$ cat src/rtl/sbrc_pkg.sv
// Types, constants and helper functions of the batch record checker.
package sbrc_pkg;

	localparam int MAX_EVENT_COUNT = 64;
	localparam int HDR_LEN = 54;
	localparam int EV_LEN = 28;
	localparam int TRAILER_LEN = 4;
	localparam int POS_CAP = HDR_LEN + MAX_EVENT_COUNT * EV_LEN + TRAILER_LEN + 1;
	localparam int MAX_HDR_COUNT = 255;

	localparam int POS_W = $clog2(POS_CAP + 1);
	localparam int EV_END_W = $clog2(HDR_LEN + MAX_HDR_COUNT * EV_LEN + TRAILER_LEN + 1);
	localparam int OFF_W = $clog2(EV_LEN);
	localparam int IDX_W = 6;
	localparam int TOTAL_W = 7;

	localparam logic [31:0] CRC_POLY = 32'hedb8_8320;
	localparam logic [31:0] CRC_INIT = 32'hffff_ffff;
	localparam logic [7:0] HDR_VERSION = 8'd1;
	localparam logic [7:0] MAGIC [4] = '{8'h52, 8'h53, 8'h54, 8'h41};

	typedef enum logic [2:0] {
		ST_OK           = 3'd0,
		ST_BAD_HEADER   = 3'd1,
		ST_BAD_LENGTH   = 3'd2,
		ST_BAD_IDENTITY = 3'd3,
		ST_BAD_EPOCH    = 3'd4,
		ST_BAD_EVENT    = 3'd5,
		ST_BAD_CRC      = 3'd6
	} status_t;

	typedef enum logic {
		RK_EVENT  = 1'b0,
		RK_STATUS = 1'b1
	} result_kind_t;

	typedef struct packed {
		result_kind_t       kind;
		status_t            status;
		logic [IDX_W-1:0]   event_index;
		logic [63:0]        start_ms;
		logic [62:0]        epoch_seconds;
		logic [31:0]        page;
		logic [31:0]        total_pages;
		logic [31:0]        duration;
		logic [TOTAL_W-1:0] event_total;
	} result_t;

	typedef struct packed {
		logic [63:0] start_ms;
		logic [62:0] epoch_seconds;
		logic [31:0] page;
		logic [31:0] total_pages;
		logic [31:0] duration;
		logic        epoch_bad;
		logic        invalid;
	} ev_check_t;

	function automatic logic lower_hex(input logic [7:0] c);
		return (c >= 8'h30 && c <= 8'h39) || (c >= 8'h61 && c <= 8'h66);
	endfunction

	// Reflected CRC-32, one byte folded in bit by bit.
	function automatic logic [31:0] crc_byte(input logic [31:0] crc, input logic [7:0] b);
		logic [31:0] c;
		c = crc ^ {24'd0, b};
		for (int i = 0; i < 8; i++) begin
			c = (c >> 1) ^ (CRC_POLY & {32{c[0]}});
		end
		return c;
	endfunction

endpackage

$ cat src/rtl/sbrc_event_check.sv
// Little-endian decode and field checks of one 28-byte event.
module sbrc_event_check (
	input  logic [sbrc_pkg::EV_LEN*8-1:0] ev_bytes,
	output sbrc_pkg::ev_check_t           chk
);
	import sbrc_pkg::*;

	logic [63:0] epoch_raw;

	always_comb begin
		epoch_raw         = ev_bytes[127:64];
		chk.start_ms      = ev_bytes[63:0];
		chk.epoch_seconds = epoch_raw[62:0];
		chk.page          = ev_bytes[159:128];
		chk.total_pages   = ev_bytes[191:160];
		chk.duration      = ev_bytes[223:192];
		chk.epoch_bad     = epoch_raw[63];
		chk.invalid       = (chk.total_pages == '0) || (chk.page > chk.total_pages)
			|| (chk.duration == '0);
	end
endmodule
$ cat config.mk
export PLATFORM = sky130hd
export DESIGN_NAME = sbrc_event_check
export DESIGN_NICKNAME = d
export VERILOG_FILES = /design/src/rtl/sbrc_pkg.sv /design/src/rtl/sbrc_event_check.sv
export SDC_FILE = /design/constraint.sdc
export NUM_CORES = 1
export LEC_CHECK = 0
export BUFFER_PORTS_ARGS = -buffer_cell sky130_fd_sc_hd__buf_2
export CORE_AREA = 10 10 168 170
export DETAILED_ROUTE_END_ITERATION = 6
export DIE_AREA = 0 0 178 180
export PLACE_DENSITY = 0.48
export SETUP_SLACK_MARGIN = 0.02
export SYNTH_ARGS = -nofsm -noshare
export SYNTH_HDL_FRONTEND = slang
export SYNTH_SLANG_ARGS = --single-unit
$ cat constraint.sdc
create_clock -name vclk -period 5.64
set_input_delay 0.846 -clock vclk [all_inputs]
set_output_delay 0.846 -clock vclk [all_outputs]
set_load 0.03 [all_outputs]
Yosys cells after proc, flatten, opt, wreduce, memory -nomap -nowiden. Cells that the tools add are included.

Add/sub/neg operators: 0. Multiply operators: 0. Div/mod/pow operators: 0. $lt $le $gt $ge: 1. Eq/ne operators: 0. Shift operators: 0. Multiplexer cells: 0. Bitwise gates (word level): 0. Reduce and logical (&&, ||, !) cells: 4.

Operators by type and width (number): $logic_not 32->1 (2); $gt 32x32->1 (1); $logic_or 1x1->1 (2).

Flip-flop bits (word level): 0. Latch bits: 0. Bits in writable memories: 0. ROM bits: 0. Input port bits: 224. Memories kept: 0.

Longest topological paths before layout. Gate-level depths: netlist of the first run.

Word-level depth: 3. Gate-level depth with buffers: 7. Mapped depth without buffers: 7.

Least setup slack after synthesis of the first run. No wires, ideal clock.

Path type: input-to-output. From: input port ev_bytes[190] (netlist name). To: output port chk[0] (netlist name). Arrival: 2521 ps. Slack: 2273 ps. Stages: 7. Path through: inv_1 -> ha_1 -> nand4_2 -> or4_4 -> a21oi_2 -> nor4b_1 -> a21oi_1.

RTL lines: start: declaration (RTL line sbrc_event_check.sv:3) `input logic [sbrc_pkg::EV_LEN*8-1:0] ev_bytes,`; end: declaration (RTL line sbrc_event_check.sv:4) `output sbrc_pkg::ev_check_t chk`.

==> results.yml, run 1 <==
worst_setup_path:
  path_max_fanout: 3
  critPathMostFrequentCell: "sky130_fd_sc_hd__buf_2"
  crit_path_cell_trace: "buf_2 > inv_1 > ha_1 > nand4_2 > or4_4 > a21oi_2 > nor4b_1 > a21oi_1 > buf_2"
  worst_ep_arrival_time_ns: 2.83
  worst_path_dominant_cell_family: "simple AND/OR/NAND/NOR gates"
  critical_path.endpoint_type: "output port"
  critical_path_buffer_and_inverter_count: 3
  delay_of_the_slowest_cell_on_the_worst_path_ns: 0.62
  critical_path_class: "in2out"
  critical-path-slowest-cell: "sky130_fd_sc_hd__or4_4"
  start_kind: "primary input"
  cp.required_ns: 4.79
floorplan:
  start_util_pct: 10.57
  design.core.area_mm2: 0.02489
  dieWidth_um: 178
  die_y_um: 180
  ioPinCount: 449
  floorplan.die_area_mm2: 0.03204
  floorplan.rows: 58
logic_synthesis:
  main_combinational_cell_family_by_area_after_synthesis: "buffers and inverters"
  yosys-mux-area-fraction_pct: 0
  syn-num-nets: 615
  syn-cell-area_mm2: 0.002631
  synth.yosys.seq_area_share_pct: 0
  syn_avg_cell_area_um2: 7.329
  synth_area_leaders: "sky130_fd_sc_hd__buf_4 (64%), sky130_fd_sc_hd__ha_1 (15%), sky130_fd_sc_hd__inv_1 (4.6%)"
  synth_largest_area_cell: "sky130_fd_sc_hd__buf_4"
  synth.yosys.warnings: 0
  synth-xor-area-share_pct: 0
  synth_compound_gate_area_share_pct: 6.087
  yosysUniqueCellTypes: 24
  post_synth_and_or_nand_nor_area_fraction_pct: 10.22
  synthesized_area_fraction_occupied_by_adder_cells_pct: 15.22
  post-synth-top-area-fraction_pct: 63.91
  synthesis.instances: 359
cells_and_area:
  most-common-layout-cells: "sky130_fd_sc_hd__buf_2 (193), sky130_fd_sc_hd__inv_1 (32), sky130_fd_sc_hd__ha_1 (32)"
  syn2layout_area_growth_pct: -11.51
  fillCellCount: 2915
  multi_input_comb_area_um2: 829.5
  fraction_of_layout_instances_using_a_drive_strength_above_1_pct: 59.76
  final_core_util_pct: 9.355
  layout.nets: 586
  layout_commonest_cell: "sky130_fd_sc_hd__buf_2"
  final.clkbuf_count: 0
  antenna_cells: 0
  final-instance-count-excl-fill: 658
  seq_area_um2: 0
  seq_cell_count: 0
sta:
  timing.final.hold_violations: 0
  report.final.slew_viol_count: 0
  worst_slack_ns: 1.966
  rsz_0062_raised_after_global_routing: "no"
  totalNegativeSetupSlack_ns: 0
  slew_headroom_pct: 48.57
  final.min_clock_period_ns: 3.674
  worstMarginPinSlew_ns: 0.7644
  setup_viol: 0
  fmax_mhz: 272.2
  period_share_pct: 65.15
grt:
  globalRouteTotalUtil_pct: 6.390
  vias_in_the_first_global_route: 2227
  gr-total-overflow: 0
  number_of_antenna_violations_at_the_first_check_in_global_routing: 0
  grt_pass1_wl_mm: 15.15
  grt_max_degree: 5
worst_hold_path:
  worst_hold_path_type: "in2out"
clocking:
  cts_resized: 0
  post_cts_hold_buffer_count: 0
  cts_post_setup_buffers_inserted: 0
placed_design:
  place_congestion: 0.7820
  buffer_ports.inserted: 193
  dpl_worst_slack_ns: 1.792
  post-dp-hpwl_mm: 11.00
  placed_cells_incl_taps: 658
routing:
  dr.first_iter.drc_count: 22
  remaining_drc_errors: 0
  ant_nets: 0
  post_drt_via_cell_ratio: 3.047
  wirelength_mm: 11.72
  detail_route.wl_per_cell_um: 17.81
  route.vias.total: 2005
  detailedRoute.firstPassIterationCount: 4
power_and_ir_drop:
  power_uw: 224.7
  power_density_mw_per_mm2: 96.50
  total_leakage_power_nw: 1.276
  worst_ir_drop_vdd_uv: 21.98
flow_run:
  max_cap_violations: 0
outcome:
  outcome: "completed"
[cell usage after synthesis]
cell type,n
sky130_fd_sc_hd__buf_4,224
sky130_fd_sc_hd__ha_1,32
sky130_fd_sc_hd__inv_1,32
sky130_fd_sc_hd__nor4_1,17
sky130_fd_sc_hd__a21oi_1,14
sky130_fd_sc_hd__nand4_1,10
sky130_fd_sc_hd__nand2_1,6
sky130_fd_sc_hd__nand3_1,4
sky130_fd_sc_hd__nor2_1,3
sky130_fd_sc_hd__a21o_1,2
sky130_fd_sc_hd__o21ai_0,2
sky130_fd_sc_hd__a2111oi_0,1
sky130_fd_sc_hd__a21oi_2,1
sky130_fd_sc_hd__a221o_1,1
sky130_fd_sc_hd__nand4_2,1
sky130_fd_sc_hd__nor2b_1,1
sky130_fd_sc_hd__nor4b_1,1
sky130_fd_sc_hd__o211ai_1,1
sky130_fd_sc_hd__o21a_1,1
sky130_fd_sc_hd__o22ai_1,1
sky130_fd_sc_hd__o2bb2ai_1,1
sky130_fd_sc_hd__o31ai_1,1
sky130_fd_sc_hd__or4_1,1
sky130_fd_sc_hd__or4_4,1
[path summary, 6_finish.rpt]
check                     start  endpoint  slack (ns)  depth (start not counted)
setup / recovery  ev_bytes[191]    chk[0]        1.97                          9
hold / removal    ev_bytes[110]  chk[144]        1.69                          0
[final cells by class]
class,instances,share of cell area [%]
Tap cell,330,17.73
Timing Repair Buffer,193,41.48
Multi-Input combinational cell,103,35.63
Inverter,32,5.159
[metal layers]
layer	share of wire [%]	vias to the layer above	wire, µm	GRT usage [%]
li1	-	898	-	-
met1	36	828	4165	6.722
met2	44	221	5213	10.49
met3	15	58	1815	3.353
met4	4.5	0	527	2.568
met5	0	-	0	0
[power by group]
| part | internal (mW) | switching [mW] |
|---|---|---|
| clock | 0 | 0 |
| sequential | 0 | 0 |
| combinational | 0.0729 | 0.152 |
[metrics by stage]
stage	hold slack [ns]	cell area (µm²)
6_report	1.692	2328
5_1_grt	1.692	2328
4_1_cts	1.692	2328
3_5_place_dp	1.692	2328
3_3_place_gp	1.692	2328
2_1_floorplan	1.824	2631
[logic make-up after synthesis]
group                    after synthesis
buffers and inverters                256
AND/OR/NAND/NOR                       45
adder cells (fa/ha/maj)               32
AO/OA/AOI/OAI                         26
No activity file was read; power rests on OpenSTA's default activity.
==> run 2: changes to the inputs <==
PLACE_DENSITY = 0.5   (was 0.48)
clock period = 3.32 ns   (was 5.64 ns; I/O delays follow)
==> results.yml, run 2 (synthesis results as in run 1) <==
outcome:
  outcome: "completed"
routing:
  route.vias.total: 2063
  wirelength_mm: 12.20
  ant_nets: 0
  dr.first_iter.drc_count: 45
  detail_route.wl_per_cell_um: 18.37
  detailedRoute.firstPassIterationCount: 4
  post_drt_via_cell_ratio: 3.107
  remaining_drc_errors: 0
power_and_ir_drop:
  switching_part_of_the_total_pct: 67.41
  worst_ir_drop_vdd_uv: 44.20
  share_clk_of_total_power_pct: 0
  share_comb_of_total_power_pct: 100.0
  internal-power_uw: 126.4
  pwr-share-seq_pct: 0
  p_switching_uw: 261.4
  total_leakage_power_nw: 1.307
  power_density_mw_per_mm2: 163.4
sta:
  worstMarginPinSlew_ns: 0.4454
  fmax_mhz: 331.1
  totalNegativeSetupSlack_ns: 0
  timing.hold.ws_ns: 0.9960
  final.min_clock_period_ns: 3.020
  slew_headroom_pct: 70.03
  period_share_pct: 90.98
  timing.final.hold_violations: 0
  report.final.slew_viol_count: 0
  setup_viol: 0
  rsz_0062_raised_after_global_routing: "no"
worst_setup_path:
  critical_path.endpoint_type: "output port"
  cp.required_ns: 2.82
  start_kind: "primary input"
  path_max_fanout: 3
  worst_ep_arrival_time_ns: 2.52
  critical_path_class: "in2out"
grt:
  vias_in_the_first_global_route: 2260
  grt_pass1_wl_mm: 15.61
  globalRouteTotalUtil_pct: 6.662
  grt_max_degree: 4
  gr-total-overflow: 0
  number_of_antenna_violations_at_the_first_check_in_global_routing: 0
placed_design:
  buffer_ports.inserted: 193
  place_congestion: 0.7815
  post-dp-hpwl_mm: 11.46
floorplan:
  dieWidth_um: 178
  floorplan.die_area_mm2: 0.03204
  design.core.area_mm2: 0.02489
  start_util_pct: 10.57
  ioPinCount: 449
  die_y_um: 180
  floorplan.rows: 58
worst_hold_path:
  min_delay_path_depth: 0
  worst_hold_path_type: "in2out"
cells_and_area:
  syn2layout_area_growth_pct: -9.795
  layout.nets: 592
  final.clkbuf_count: 0
  fillCellCount: 2915
  most-common-layout-cells: "sky130_fd_sc_hd__buf_2 (193), sky130_fd_sc_hd__inv_1 (32), sky130_fd_sc_hd__ha_1 (32)"
  seq_area_um2: 0
  fraction_of_layout_instances_using_a_drive_strength_above_1_pct: 60.48
  layout_commonest_cell: "sky130_fd_sc_hd__buf_2"
  antenna_cells: 0
  seq_cell_count: 0
clocking:
  post_cts_hold_buffer_count: 0
  cts_resized: 0
  cts_post_setup_buffers_inserted: 0
flow_run:
  max_cap_violations: 0
-- run 2: final cells by class --
cell class / instances / area, µm² / share of cell area (%)
tap: 330 / 412.9 / 17.40
timing repair buffer: 199 / 1011 / 42.59
multi-input combinational: 103 / 829.5 / 34.95
inverter: 32 / 120.1 / 5.061
-- run 2: power groups by stage --
stage          Combinational, mW  Sequential, mW  Clock (mW)
6_report                   0.388               0           0
5_1_grt                    0.425               0           0
4_1_cts                    0.403               0           0
3_5_place_dp               0.401               0           0
3_3_place_gp               0.402               0           0
2_1_floorplan              0.580               0           0
-- run 2: final timing paths --
check / end / startpoint
worst max-delay path: chk[0] / ev_bytes[167]
worst min-delay path: chk[114] / ev_bytes[80]
-- run 2: worst max-delay path: stages --
cell	delay (ns)
sky130_fd_sc_hd__buf_2	0.11
sky130_fd_sc_hd__inv_1	0.04
sky130_fd_sc_hd__ha_1	0.32
sky130_fd_sc_hd__a21oi_1	0.27
sky130_fd_sc_hd__o21ai_0	0.24
sky130_fd_sc_hd__a221o_1	0.38
sky130_fd_sc_hd__o31ai_1	0.29
sky130_fd_sc_hd__a21oi_1	0.16
sky130_fd_sc_hd__buf_2	0.21
-- run 2: layer usage --
metal	wire length, µm	global-route usage, %	vias up
li1	-	-	916
met1	3818	6.193	854
met2	5749	11.75	227
met3	1913	3.164	64
met4	662	3.302	2
met5	55	1.440	-
-- run 2: through the flow --
step	std cells	util, %	total power, mW	worst slack, ns	instance area [µm²]
after floorplan	359	-	0.5797	0.6494	2631
after global placement	664	9.536	0.4016	0.1785	2374
after detailed placement	664	9.536	0.4012	0.1845	2374
after CTS	664	9.536	0.4030	0.1753	2374
after global routing	664	9.536	0.4251	0.08624	2374
final	664	9.536	0.3877	0.2995	2374
==> run 3: changes to the inputs <==
MAX_ROUTING_LAYER = met4   (was unset)
==> results.yml, run 3 (synthesis results as in run 1) <==
outcome:
  outcome: "completed"
floorplan:
  die_y_um: 180
  floorplan.rows: 58
  design.core.area_mm2: 0.02489
  ioPinCount: 449
  floorplan.die_area_mm2: 0.03204
  start_util_pct: 10.57
  dieWidth_um: 178
sta:
  period_share_pct: 90.06
  timing.final.hold_violations: 0
  fmax_mhz: 334.4
  worstMarginPinSlew_ns: 0.4454
  timing.hold.ws_ns: 0.9960
  final.min_clock_period_ns: 2.990
  rsz_0062_raised_after_global_routing: "no"
  totalNegativeSetupSlack_ns: 0
  report.final.slew_viol_count: 0
  slew_headroom_pct: 70.03
  setup_viol: 0
cells_and_area:
  seq_cell_count: 0
  final_design_area_no_fill_mm2: 0.002374
  syn2layout_area_growth_pct: -9.795
  layout_commonest_cell: "sky130_fd_sc_hd__buf_2"
  final_core_util_pct: 9.536
  seq_area_um2: 0
  layout.nets: 592
  final.clkbuf_count: 0
  fraction_of_layout_instances_using_a_drive_strength_above_1_pct: 60.48
  antenna_cells: 0
  most-common-layout-cells: "sky130_fd_sc_hd__buf_2 (193), sky130_fd_sc_hd__inv_1 (32), sky130_fd_sc_hd__ha_1 (32)"
worst_setup_path:
  path_max_fanout: 3
  cp.required_ns: 2.82
  start_kind: "primary input"
  critical_path_class: "in2out"
  critical_path_source: "ev_bytes[190]"
  critical_path.endpoint_type: "output port"
  worst_ep_arrival_time_ns: 2.49
routing:
  wirelength_mm: 12.20
  remaining_drc_errors: 0
  detailedRoute.firstPassIterationCount: 4
  dr.first_iter.drc_count: 38
  post_drt_via_cell_ratio: 3.108
  ant_nets: 0
  route.vias.total: 2064
  detail_route.wl_per_cell_um: 18.37
grt:
  global_route.usage.met2_pct: 11.72
  number_of_antenna_violations_at_the_first_check_in_global_routing: 0
  grt_pass1_wl_mm: 15.61
  met1_usage_pct: 6.304
  vias_in_the_first_global_route: 2253
  grt_max_degree: 4
  globalRouteTotalUtil_pct: 6.851
  most_crowded_layer_gr: "met2"
  gr-usage-met3_pct: 3.227
  gr-total-overflow: 0
power_and_ir_drop:
  pwr-share-seq_pct: 0
  internal-power_uw: 126.4
  power_density_mw_per_mm2: 163.2
  share_clk_of_total_power_pct: 0
  share_comb_of_total_power_pct: 100.0
  switching_part_of_the_total_pct: 67.37
  power_uw: 387.3
  worst_ir_drop_vdd_uv: 44.20
  total_leakage_power_nw: 1.307
  p_switching_uw: 260.9
clocking:
  post_cts_hold_buffer_count: 0
  cts_post_setup_buffers_inserted: 0
  cts_resized: 0
worst_hold_path:
  timing.hold.worst.start: "ev_bytes[80]"
  min_delay_path_depth: 0
  worst_hold_path_type: "in2out"
  end_point_of_the_worst_hold_path: "chk[114]"
placed_design:
  place_congestion: 0.7906
  dpl_cell_area_mm2: 0.002374
  post-dp-hpwl_mm: 11.46
  buffer_ports.inserted: 193
flow_run:
  max_cap_violations: 0
## run 3: routing by layer
metal	wire [µm]	vias to the layer above	part of all wire [%]
li1	-	916	-
met1	3851	855	32
met2	5748	229	47
met3	1936	64	16
met4	660	0	5.4
met5	0	-	0
## run 3: final cells by class
class,instances,area [µm²]
Tap cell,330,412.9
Timing Repair Buffer,199,1011
Multi-Input combinational cell,103,829.5
Inverter,32,120.1
Fill cell,2915,22520
## run 3: worst max-delay path, stage by stage
cell and delay [ns]:
sky130_fd_sc_hd__buf_2 0.10, sky130_fd_sc_hd__inv_1 0.05, sky130_fd_sc_hd__ha_1 0.31, sky130_fd_sc_hd__nand4_2 0.17
sky130_fd_sc_hd__or4_4 0.62, sky130_fd_sc_hd__nor2_1 0.14, sky130_fd_sc_hd__o31ai_1 0.09, sky130_fd_sc_hd__a21oi_1 0.23
sky130_fd_sc_hd__buf_2 0.27
## run 3: power by group through the flow
stage | registers [mW] | logic (mW) | clock network [mW]
global placement | 0 | 0.402 | 0
CTS | 0 | 0.403 | 0
finish | 0 | 0.387 | 0
global route | 0 | 0.425 | 0
floorplan | 0 | 0.580 | 0
detailed placement | 0 | 0.401 | 0
## run 3: how the worst max path moves through the flow
stage                     endpoint  depth (start not counted)
final                       chk[0]                          9
after global routing        chk[0]                          9
after CTS                   chk[0]                          9
after detailed placement    chk[0]                          9
after global placement      chk[0]                          9
after floorplan             chk[0]                          7
## run 3: metrics by stage
step,cells,setup WS (ns)
3_3_place_gp,664,0.1785
5_1_grt,664,0.08624
4_1_cts,664,0.1753
3_5_place_dp,664,0.1845
2_1_floorplan,359,0.6494
6_report,664,0.3299
